===== config.mk =====
export PLATFORM = sky130hd
export DESIGN_NAME = spi_eeprom_512b_slave_top_flat
export DESIGN_NICKNAME = d
export VERILOG_FILES = /design/src/hw/rtl/se512_pkg.sv /design/src/hw/rtl/se512_bus_if.sv /design/src/hw/rtl/se512_reply_if.sv /design/src/hw/rtl/se512_store.sv /design/src/hw/rtl/spi_eeprom_512b_slave_top.sv /design/src/flat_wrapper.sv
export VERILOG_INCLUDE_DIRS = /design/src /design/src/hw/rtl
export SDC_FILE = /design/constraint.sdc
export NUM_CORES = 2
export LEC_CHECK = 0
export ABC_AREA = 0
export BUFFER_PORTS_ARGS = -buffer_cell sky130_fd_sc_hd__buf_2
export CORE_UTILIZATION = 40
export CTS_CLUSTER_DIAMETER = 30
export DETAILED_ROUTE_END_ITERATION = 8
export PLACE_DENSITY_LB_ADDON = 0.15
export SLEW_MARGIN = 0
export SYNTH_ARGS = -nofsm -noshare
export SYNTH_HDL_FRONTEND = slang
export SYNTH_SLANG_ARGS = --single-unit

===== constraint.sdc =====
create_clock -name clk -period 3.85 [get_ports clk]
set_input_delay 0.1925 -clock clk [delete_from_list [all_inputs] [get_ports clk]]
set_output_delay 0.1925 -clock clk [all_outputs]
set_load 0.03 [all_outputs]

===== src/hw/rtl/spi_eeprom_512b_slave_top_defines.svh =====
// Assertion helpers for the EEPROM slave; clk and rst_n are taken from the using scope.
`ifndef SPI_EEPROM_512B_SLAVE_TOP_DEFINES_SVH
`define SPI_EEPROM_512B_SLAVE_TOP_DEFINES_SVH

// same-cycle implication
`define SE512_ASSERT_NOW(lbl, ante, cons) \
    lbl: assert property (@(posedge clk) disable iff (!rst_n) (ante) |-> (cons)) \
        else $error("se512 same-cycle check failed");

// next-cycle implication
`define SE512_ASSERT_NEXT(lbl, ante, cons) \
    lbl: assert property (@(posedge clk) disable iff (!rst_n) (ante) |=> (cons)) \
        else $error("se512 next-cycle check failed");

`endif


===== src/hw/rtl/se512_pkg.sv =====
`timescale 1ns / 1ps
package se512_pkg;

    localparam int MemBytes  = 512;
    localparam int PageBytes = 16;
    localparam int AddrW     = $clog2(MemBytes);
    localparam int PageW     = $clog2(PageBytes);

    // bus event codes
    localparam logic [1:0] FN_SELECT  = 2'd0;
    localparam logic [1:0] FN_RELEASE = 2'd1;
    localparam logic [1:0] FN_XFER    = 2'd2;

    // opcodes, bit 3 masked when bit 7 is clear
    localparam logic [7:0] OP_WRSR  = 8'h01;
    localparam logic [7:0] OP_WRITE = 8'h02;
    localparam logic [7:0] OP_READ  = 8'h03;
    localparam logic [7:0] OP_WRDI  = 8'h04;
    localparam logic [7:0] OP_RDSR  = 8'h05;
    localparam logic [7:0] OP_WREN  = 8'h06;

    localparam logic [7:0] IDLE_BYTE   = 8'hFF;
    localparam logic [7:0] STATUS_BASE = 8'hF0;

    localparam logic [AddrW-1:0] QUARTER_TOP = 9'h180;
    localparam logic [AddrW-1:0] HALF_TOP    = 9'h100;

    localparam logic [1:0] PM_QUARTER = 2'd1;
    localparam logic [1:0] PM_HALF    = 2'd2;
    localparam logic [1:0] PM_ALL     = 2'd3;

    typedef enum logic [2:0] {
        PH_DESEL  = 3'd0,
        PH_OPCODE = 3'd1,
        PH_IDLE   = 3'd2,
        PH_RDSR   = 3'd3,
        PH_WRSR   = 3'd4,
        PH_ADDR   = 3'd5,
        PH_READ   = 3'd6,
        PH_WRITE  = 3'd7
    } phase_t;

    typedef enum logic [2:0] {
        CM_NONE  = 3'd0,
        CM_WREN  = 3'd1,
        CM_WRDI  = 3'd2,
        CM_RDSR  = 3'd3,
        CM_WRSR  = 3'd4,
        CM_READ  = 3'd5,
        CM_WRITE = 3'd6
    } cmd_t;

    typedef struct packed {
        logic             we;
        logic             re;
        logic [AddrW-1:0] addr;
        logic [7:0]       wdata;
    } store_req_t;

endpackage


===== src/hw/rtl/se512_bus_if.sv =====
`timescale 1ns / 1ps
interface se512_bus_if;
    logic       valid;
    logic       ready;
    logic [1:0] func;
    logic [7:0] mosi_byte;

    modport source (output valid, output func, output mosi_byte, input ready);
    modport sink   (input valid, input func, input mosi_byte, output ready);
endinterface


===== src/hw/rtl/se512_reply_if.sv =====
`timescale 1ns / 1ps
interface se512_reply_if;
    logic       valid;
    logic       ready;
    logic [7:0] miso_byte;

    modport source (output valid, output miso_byte, input ready);
    modport sink   (input valid, input miso_byte, output ready);
endinterface


===== src/hw/rtl/se512_store.sv =====
`timescale 1ns / 1ps
module se512_store
    import se512_pkg::*;
(
    input  logic       clk,
    input  store_req_t req,
    output logic [7:0] rdata
);

    logic [7:0] mem [MemBytes];
    logic [7:0] rdata_reg;

    always_ff @(posedge clk)
    begin
        if (req.we)
        begin
            mem[req.addr] <= req.wdata;
        end
        // read data holds until the next read
        if (req.re)
        begin
            rdata_reg <= mem[req.addr];
        end
    end

    assign rdata = rdata_reg;

endmodule


===== src/hw/rtl/spi_eeprom_512b_slave_top.sv =====
`timescale 1ns / 1ps
// channel | dir | words                          | fields
// bus     | in  | select / release / byte xfer   | func[1:0], mosi_byte[7:0]
// reply   | out | one per bus word               | miso_byte[7:0]
//
// One bus word per cycle while bus.ready is high; its reply passes through
// the store read register, then the output register.
// Bus phase, command, address, latch and protect mode sit in flops; the
// 512-byte store is a synchronous RAM with registered read, written at acceptance.
// A stalled reply holds the read stage; bus.ready drops only when both are full.
// Async active-low reset clears control; store contents are not reset.
module spi_eeprom_512b_slave_top
    import se512_pkg::*;
(
    input  logic          clk,
    input  logic          rst_n,
    se512_bus_if.sink     bus,
    se512_reply_if.source reply
);

    `include "spi_eeprom_512b_slave_top_defines.svh"

    phase_t           phase_reg, phase_next;
    cmd_t             cmd_reg, cmd_next;
    logic [AddrW-1:0] addr_reg, addr_next;
    logic             wel_reg, wel_next;
    logic [1:0]       pm_reg, pm_next;

    logic             s1_valid_reg;
    logic             s1_mem_reg;
    logic [7:0]       s1_byte_reg;
    logic             out_valid_reg;
    logic [7:0]       out_byte_reg;

    logic             in_fire;
    logic             s1_adv;
    logic             rsp_mem;
    logic [7:0]       rsp_byte;
    logic [7:0]       key;
    logic             protect_hit;
    store_req_t       store_req;
    logic [7:0]       store_rdata;

    se512_store u_store (
        .clk   (clk),
        .req   (store_req),
        .rdata (store_rdata)
    );

    assign s1_adv    = !out_valid_reg || reply.ready;
    assign bus.ready = !s1_valid_reg || s1_adv;
    assign in_fire   = bus.valid && bus.ready;

    assign key = bus.mosi_byte[7] ? bus.mosi_byte : (bus.mosi_byte & 8'hF7);

    always_comb
    begin
        unique case (pm_reg)
            PM_ALL:     protect_hit = 1'b1;
            PM_HALF:    protect_hit = (addr_reg >= HALF_TOP);
            PM_QUARTER: protect_hit = (addr_reg >= QUARTER_TOP);
            default:    protect_hit = 1'b0;
        endcase
    end

    always_comb
    begin
        phase_next = phase_reg;
        cmd_next   = cmd_reg;
        addr_next  = addr_reg;
        wel_next   = wel_reg;
        pm_next    = pm_reg;
        store_req  = '0;
        store_req.addr  = addr_reg;
        store_req.wdata = bus.mosi_byte;
        rsp_byte   = IDLE_BYTE;
        rsp_mem    = 1'b0;

        if (in_fire)
        begin
            unique case (bus.func)
                FN_SELECT:
                begin
                    if (phase_reg == PH_DESEL)
                    begin
                        phase_next = PH_OPCODE;
                    end
                end
                FN_RELEASE:
                begin
                    if (cmd_reg == CM_WRITE || cmd_reg == CM_WRSR)
                    begin
                        wel_next = 1'b0;
                    end
                    phase_next = PH_DESEL;
                end
                FN_XFER:
                begin
                    unique case (phase_reg)
                        PH_OPCODE:
                        begin
                            unique case (key)
                                OP_WREN:
                                begin
                                    cmd_next   = CM_WREN;
                                    wel_next   = 1'b1;
                                    phase_next = PH_IDLE;
                                end
                                OP_WRDI:
                                begin
                                    cmd_next   = CM_WRDI;
                                    wel_next   = 1'b0;
                                    phase_next = PH_IDLE;
                                end
                                OP_RDSR:
                                begin
                                    cmd_next   = CM_RDSR;
                                    phase_next = PH_RDSR;
                                end
                                OP_WRSR:
                                begin
                                    cmd_next   = CM_WRSR;
                                    phase_next = wel_reg ? PH_WRSR : PH_IDLE;
                                end
                                OP_READ:
                                begin
                                    cmd_next   = CM_READ;
                                    addr_next  = {bus.mosi_byte[3], {(AddrW-1){1'b0}}};
                                    phase_next = PH_ADDR;
                                end
                                OP_WRITE:
                                begin
                                    cmd_next = CM_WRITE;
                                    if (wel_reg)
                                    begin
                                        addr_next  = {bus.mosi_byte[3], {(AddrW-1){1'b0}}};
                                        phase_next = PH_ADDR;
                                    end
                                    else
                                    begin
                                        phase_next = PH_IDLE;
                                    end
                                end
                                default:
                                begin
                                    // unknown opcode: next byte is an opcode again
                                    cmd_next = CM_NONE;
                                end
                            endcase
                        end
                        PH_RDSR:
                        begin
                            rsp_byte = STATUS_BASE | {4'b0, pm_reg, wel_reg, 1'b0};
                        end
                        PH_WRSR:
                        begin
                            wel_next   = bus.mosi_byte[1];
                            pm_next    = bus.mosi_byte[3:2];
                            phase_next = PH_IDLE;
                        end
                        PH_ADDR:
                        begin
                            addr_next  = addr_reg | {1'b0, bus.mosi_byte};
                            phase_next = (cmd_reg == CM_READ) ? PH_READ : PH_WRITE;
                        end
                        PH_READ:
                        begin
                            store_req.re = 1'b1;
                            rsp_mem      = 1'b1;
                            addr_next    = addr_reg + 1'b1;
                        end
                        PH_WRITE:
                        begin
                            if (!protect_hit)
                            begin
                                store_req.we = 1'b1;
                                // wrap inside the page
                                addr_next = {addr_reg[AddrW-1:PageW],
                                             addr_reg[PageW-1:0] + 1'b1};
                            end
                        end
                        default:
                        begin
                            // deselected or idle: byte ignored
                        end
                    endcase
                end
                default:
                begin
                    // undefined bus code: ignored
                end
            endcase
        end
    end

    always_ff @(posedge clk or negedge rst_n)
    begin
        if (!rst_n)
        begin
            phase_reg     <= PH_DESEL;
            cmd_reg       <= CM_NONE;
            addr_reg      <= '0;
            wel_reg       <= 1'b0;
            pm_reg        <= 2'b0;
            s1_valid_reg  <= 1'b0;
            out_valid_reg <= 1'b0;
        end
        else
        begin
            phase_reg <= phase_next;
            cmd_reg   <= cmd_next;
            addr_reg  <= addr_next;
            wel_reg   <= wel_next;
            pm_reg    <= pm_next;
            if (in_fire)
            begin
                s1_valid_reg <= 1'b1;
            end
            else if (s1_adv)
            begin
                s1_valid_reg <= 1'b0;
            end
            if (s1_adv)
            begin
                out_valid_reg <= s1_valid_reg;
            end
        end
    end

    always_ff @(posedge clk)
    begin
        if (in_fire)
        begin
            s1_mem_reg  <= rsp_mem;
            s1_byte_reg <= rsp_byte;
        end
        if (s1_adv && s1_valid_reg)
        begin
            out_byte_reg <= s1_mem_reg ? store_rdata : s1_byte_reg;
        end
    end

    assign reply.valid     = out_valid_reg;
    assign reply.miso_byte = out_byte_reg;

    `SE512_ASSERT_NOW(a_write_in_write_phase, store_req.we,
                      phase_reg == PH_WRITE && pm_reg != PM_ALL)
    `SE512_ASSERT_NOW(a_no_accept_on_stall, s1_valid_reg && !s1_adv, !in_fire)
    `SE512_ASSERT_NEXT(a_release_deselects, in_fire && bus.func == FN_RELEASE, phase_reg == PH_DESEL)
    `SE512_ASSERT_NEXT(a_read_reaches_s1, in_fire && store_req.re, s1_valid_reg && s1_mem_reg)

endmodule

===== src/flat_wrapper.sv =====
// flat-port wrapper written by rule: the top's interface ports become plain ports
module spi_eeprom_512b_slave_top_flat import se512_pkg::*;
  (clk, rst_n, bus_valid, bus_func, bus_mosi_byte, bus_ready, reply_valid, reply_miso_byte, reply_ready);
  se512_bus_if bus_i ();
  se512_reply_if reply_i ();
  input  logic clk;
  input  logic rst_n;
  input wire logic [$bits(bus_i.valid)-1:0] bus_valid;
  input wire logic [$bits(bus_i.func)-1:0] bus_func;
  input wire logic [$bits(bus_i.mosi_byte)-1:0] bus_mosi_byte;
  output wire logic [$bits(bus_i.ready)-1:0] bus_ready;
  output wire logic [$bits(reply_i.valid)-1:0] reply_valid;
  output wire logic [$bits(reply_i.miso_byte)-1:0] reply_miso_byte;
  input wire logic [$bits(reply_i.ready)-1:0] reply_ready;
  assign bus_i.valid = bus_valid;
  assign bus_i.func = bus_func;
  assign bus_i.mosi_byte = bus_mosi_byte;
  assign bus_ready = bus_i.ready;
  assign reply_valid = reply_i.valid;
  assign reply_miso_byte = reply_i.miso_byte;
  assign reply_i.ready = reply_ready;
  spi_eeprom_512b_slave_top u_core (.clk(clk), .rst_n(rst_n), .bus(bus_i), .reply(reply_i));
endmodule

# Word level (Yosys, flattened, before mapping)
# Memory sizes are Yosys's and may differ from the RTL's. A register that Yosys moved wholly into a read port is not among the register bits.
# Cells that the tools add are included.
# Widths: inputs -> output; s select.
# classes
add_sub_neg,2
order_cmp,2
n_eq_ne,29
n_mux,29
n_bitwise,2
reduce_logical,22
# op_table
operator,n
$pmux 9 s4,1
$eq 8x3->1 const B,3
$eq 3x3->1 const B,7
$ge 9x9->1 const B,2
$pmux 3 s3,2
$pmux 3 s6,1
$pmux 9 s2,1
$eq 8x2->1 const B,2
$mux 8,2
$pmux 3 s5,1
$reduce_and 6->1,2
$mux 1,10
$reduce_and 5->1,2
$add 9x1->9 const B,1
$mux 3,3
$mux 9,1
$or 9x8->9,1
$eq 8x1->1 const B,1
$ne 4x4->1 const B,2
$ne 7x7->1 const B,1
$eq 2x2->1 const B,3
$ne 3x2->1 const B,2
$pmux 1 s2,3
$reduce_and 3->1,2
other kinds (21),30
# word_totals
reg_bits,37
mem_bits_rw,4096
input_bits,14
output_inout_bits,10
word_cells,99
memories,1
# memory_table
memory,words,word_bits,rd,rd_clocked_by_memory_dff,write_ports,line_no,source
u_core.u_store.mem,512,8,1,1,1,se512_store.sv:10,logic [7:0] mem [MemBytes];

# Longest topological paths before layout
# logic_depth
depth_word,8
mapped_depth,14
depth_no_buf,8

# Hierarchy
# Synthesis repeated with hierarchy kept, for this count alone.
# hier_totals
cells_unflattened,7775
area_unflattened_um2,160430.1
# by_module_without_submodules
module,instances,cells_each,area_per_inst_um2,seq_area_each_um2
se512_store,1,7575,158439.5,123238.2
spi_eeprom_512b_slave_top,1,200,1990.7,890.9

# Worst setup path before layout
# Ideal clock, no wire load.
# synth_path
path_kind,flip-flop to flip-flop
startpoint,register u_core.out_valid_reg (netlist: u_core.reply.valid)
endpoint,"memory u_core.u_store.mem[384][0], enable pin"
setup_ns,0.370
arrival_ns,2.979
required_ns,3.480
path_slack_ns,0.501
path_stages_with_launch,11
path_buffers,2
synth_period_minus_slack_ns,3.349
path_cell_list,dfrtp_1 nand3b_1 and2_1 clkbuf_1 nand2_1 nor2_1 nand4_1 nor2_1 nand2_1 clkbuf_1 nor2_1
# synth_via
elab_chain_len,7
# synth_rtl
item,line_no,source
start: declaration,spi_eeprom_512b_slave_top.sv:32,logic out_valid_reg;
start signal: assignment,spi_eeprom_512b_slave_top.sv:225,out_valid_reg <= s1_valid_reg;
$logic_not 1->1,spi_eeprom_512b_slave_top.sv:50,assign s1_adv = !out_valid_reg || reply.ready;
$logic_or 1x1->1,spi_eeprom_512b_slave_top.sv:50,
$logic_or 1x1->1,spi_eeprom_512b_slave_top.sv:51,assign bus.ready = !s1_valid_reg || s1_adv;
named net bus_ready,flat_wrapper.sv:11,output wire logic [$bits(bus_i.ready)-1:0] bus_ready;
$logic_and 1x1->1,spi_eeprom_512b_slave_top.sv:52,assign in_fire = bus.valid && bus.ready;
named net u_core.in_fire,spi_eeprom_512b_slave_top.sv:35,logic in_fire;
$mux 2,spi_eeprom_512b_slave_top.sv:79,if (in_fire)
$mux 1,se512_store.sv:15,if (req.we)
$mux 1 (not written as such),se512_store.sv:17,mem[req.addr] <= req.wdata;
end: declaration,se512_store.sv:10,
# The timed path passes the listed nets, and every way through them passes these cells.

==> metrics.txt <==
setup ws final -0.00764 ns; leak pwr 69.3 nW; Mapped Avg Cell Area 21.1 um2; skew final 0.0636 ns; H-tree depth 6; Worst Reg2Reg Path Length in Cells 10; power density cells 638 nW/um2; final instance area 207000 um2; Crit Path Class flop to flop; clk_lat worst skew 1.10 ns; antenna violations before repair 35; Max rail drop VDD 0.426 mV; CTS tree yes; min Tclk post-route 3.86 ns; Hold Path End u_core.u_store.mem[185][0]; DRT Pass-1 Iters 8; Total Wirelength 525000 um; hpwl dp 328000 um; Die Y 635 um; Yosys warning count 0; Fin. Hold Viols 0; largest net degree at the start of global routing 165; Worst slew margin 4.01%; critical path's most frequent cell buf_4; Slowest-stage cell, CP mux4_2; hold-critical path depth 2; total track usage 25.6%; startpoint of the worst hold path bus_mosi_byte[0]; crit-path max FO 29; Largest register FFs 4096; layout cells sized above 1 37.9%; crit path cell chain buf_12 -> buf_16 -> buf_4 -> mux4_2 -> mux2i_1 -> a221oi_1 -> buf_4 -> a21oi_1 -> a211oi_1 -> or3_1; fin. max-slew vios 0; RR Startpoint u_core.addr_reg[1]; CP max stage delay 0.56 ns; hold crit path type input pin to flop; FP Rows 232; critical path required time 4.69 ns; core footprint 399000 um2; CTS Root Cell clkbuf_16; setup violators final 1; Final period util 100%; Fmax 0.259 GHz; area of the die 403000 um2; first-pass GRT wire length 725000 um; vias per inst 5.80; PortBufs 23; Final Net Count 9337; TNS Setup -0.00764 ns; max cap viols 0; mean routed wirelength per cell 34.2 um; most common library cell in the layout ignoring fill and taps edfxtp_1; DR iter-0 viols 10.6k; commonest non-fill, non-tap cells in the layout edfxtp_1, buf_4, mux4_2, clkbuf_16, nor2_1; r2r setup slk -0.008 ns; status complete, but fails checks; total CTS buffers 851; Yosys cell types 69; syn nets 7622; Placer Congestion 0.876; Cell Area, Synth 160000 um2; number of synthesized register bits 4137; critical path launch point type flop; RSZ-0062 raised after global routing no; Die W 635 um; prevailing post-synth register cell edfxtp_1; number of flops mapped to enable cells by yosys 4117; GRT overflow 0; Mapped Cells 7600; Post-synth ARST share 0.483%; Starting Density 40.2%; Arr. time, crit path 4.70 ns; post-detailed-route DRC marker count 0; Area growth, synth to finish 28.9%; CTS clk-pin slew, worst paths 0.05 ns; via count 89.0k; Final ANT Viol Nets 0; failing checks negative setup slack; R2R Path End u_core.u_store.rdata[7]; CP endpoint kind flop; Worst-Margin Slew 1.43 ns; Max Root-Sink Buffers 4; vias in the first global route 90.8k; clk sinks 4137; Seq/Total Area, Yosys 77.4%; num ports 24; area post-placement 176000 um2
metal layers:
metal	wire (um)	global-route usage [%]	vias up
met5	59	0	-
li1	-	-	35681
met1	213000	35.0	48054
met4	20000	9.27	8
met2	250000	40.9	4365
met3	41700	5.22	927
logic make-up (layout without fill, tap and decap cells):
group                      after synthesis  count (layout)  share of synthesized area [%]
AOI/OAI and AO/OA                      651             651                           2.83
muxes                                 1221            1221                           15.2
DFF                                   4137            4137                           77.4
other                                    0              14                              0
adders and majority gates                8               8                         0.0624
and+or+nand+nor                       1099            1099                           2.89
xor gates and xnor gates                 1               1                        0.00546
buffers and inverters                  483            2951                           1.55
critical path: cells and delay by family, from the launching register on:
kind                   cells  cell delay [ns]
AND/OR/NAND/NOR            1             0.36
multiplexers               2             0.84
flip-flops                 1             0.44
AO/OA/AOI/OAI              3             0.81
buffers and inverters      4             1.01
what timing repair did:
action,CTS,global route
gates cloned,0,7
pin swaps,2,4
setup buffers,5,12
resized for setup,35,27
endpoints found under the setup margin,8,9
endpoints found under the hold margin,1591,0
hold buffers,23,0
cell usage after synthesis (22+ instances only):
master | count | area, um2
o21ai_0 | 77 | 385
edfxtp_1 | 4117 | 124000
a211oi_1 | 27 | 203
a22oi_1 | 111 | 833
buf_2 | 156 | 781
nand4_1 | 22 | 138
mux2i_1 | 220 | 2200
nor3_1 | 29 | 145
mux4_2 | 972 | 21900
clkbuf_1 | 180 | 676
a32oi_1 | 33 | 289
buf_1 | 47 | 176
buf_6 | 35 | 394
a221oi_1 | 48 | 420
a22o_1 | 33 | 289
buf_4 | 52 | 390
nor2_1 | 595 | 2230
nand2b_1 | 22 | 138
o22ai_1 | 123 | 769
nand2_1 | 271 | 1020
a21oi_1 | 84 | 420
nand3_1 | 55 | 275
mux2_2 | 28 | 315
nor4_1 | 22 | 138
worst max-delay path by stage:
stage	from	endpoint	slack, ns	cells past startpoint
2_1_floorplan	u_core.reply.valid	u_core.u_store.mem[384][0]	0.50	10
3_3_place_gp	u_core.addr_reg[0]	u_core.u_store.rdata[6]	-0.81	11
3_5_place_dp	u_core.addr_reg[0]	u_core.u_store.rdata[4]	-0.81	11
4_1_cts	u_core.addr_reg[1]	u_core.u_store.rdata[0]	0.002	14
5_1_grt	u_core.addr_reg[1]	u_core.u_store.rdata[0]	0.005	14
6_report	u_core.addr_reg[1]	u_core.u_store.rdata[7]	-0.008	10
final cells by class:
cell class | count | area, um2
Timing Repair Buffer | 1333 | 12000
Multi-Input combinational cell | 2980 | 34200
Antenna cell | 14 | 35.0
Clock buffer | 922 | 21600
Sequential cell | 4137 | 124000
Tap cell | 5265 | 6590
Clock inverter | 684 | 7950
Inverter | 12 | 55.1
Fill cell | 31422 | 193000
where the power goes:
| part | total (mW) | internal (mW) | switching [mW] |
|---|---|---|---|
| clock | 74.1 | 48.6 | 25.5 |
| sequential | 49.7 | 49.7 | 0.0402 |
| combinational | 7.93 | 2.75 | 5.18 |
through the flow:
stage | hold slack, ns | setup WS (ns) | util, % | power [mW] | std cells
6_report | 0.103 | -0.00764 | 51.8 | 132 | 15347
5_1_grt | 0.0629 | 0.00507 | 51.8 | 135 | 15334
4_1_cts | 0.0180 | 0.00170 | 51.7 | 132 | 15315
3_5_place_dp | 0.249 | -0.812 | 44.1 | 58.3 | 13681
3_3_place_gp | 0.238 | -0.814 | 44.1 | 58.3 | 13680
2_1_floorplan | -0.103 | 0.501 | - | 54.0 | 7600
Power figures use the tool's default switching activity.
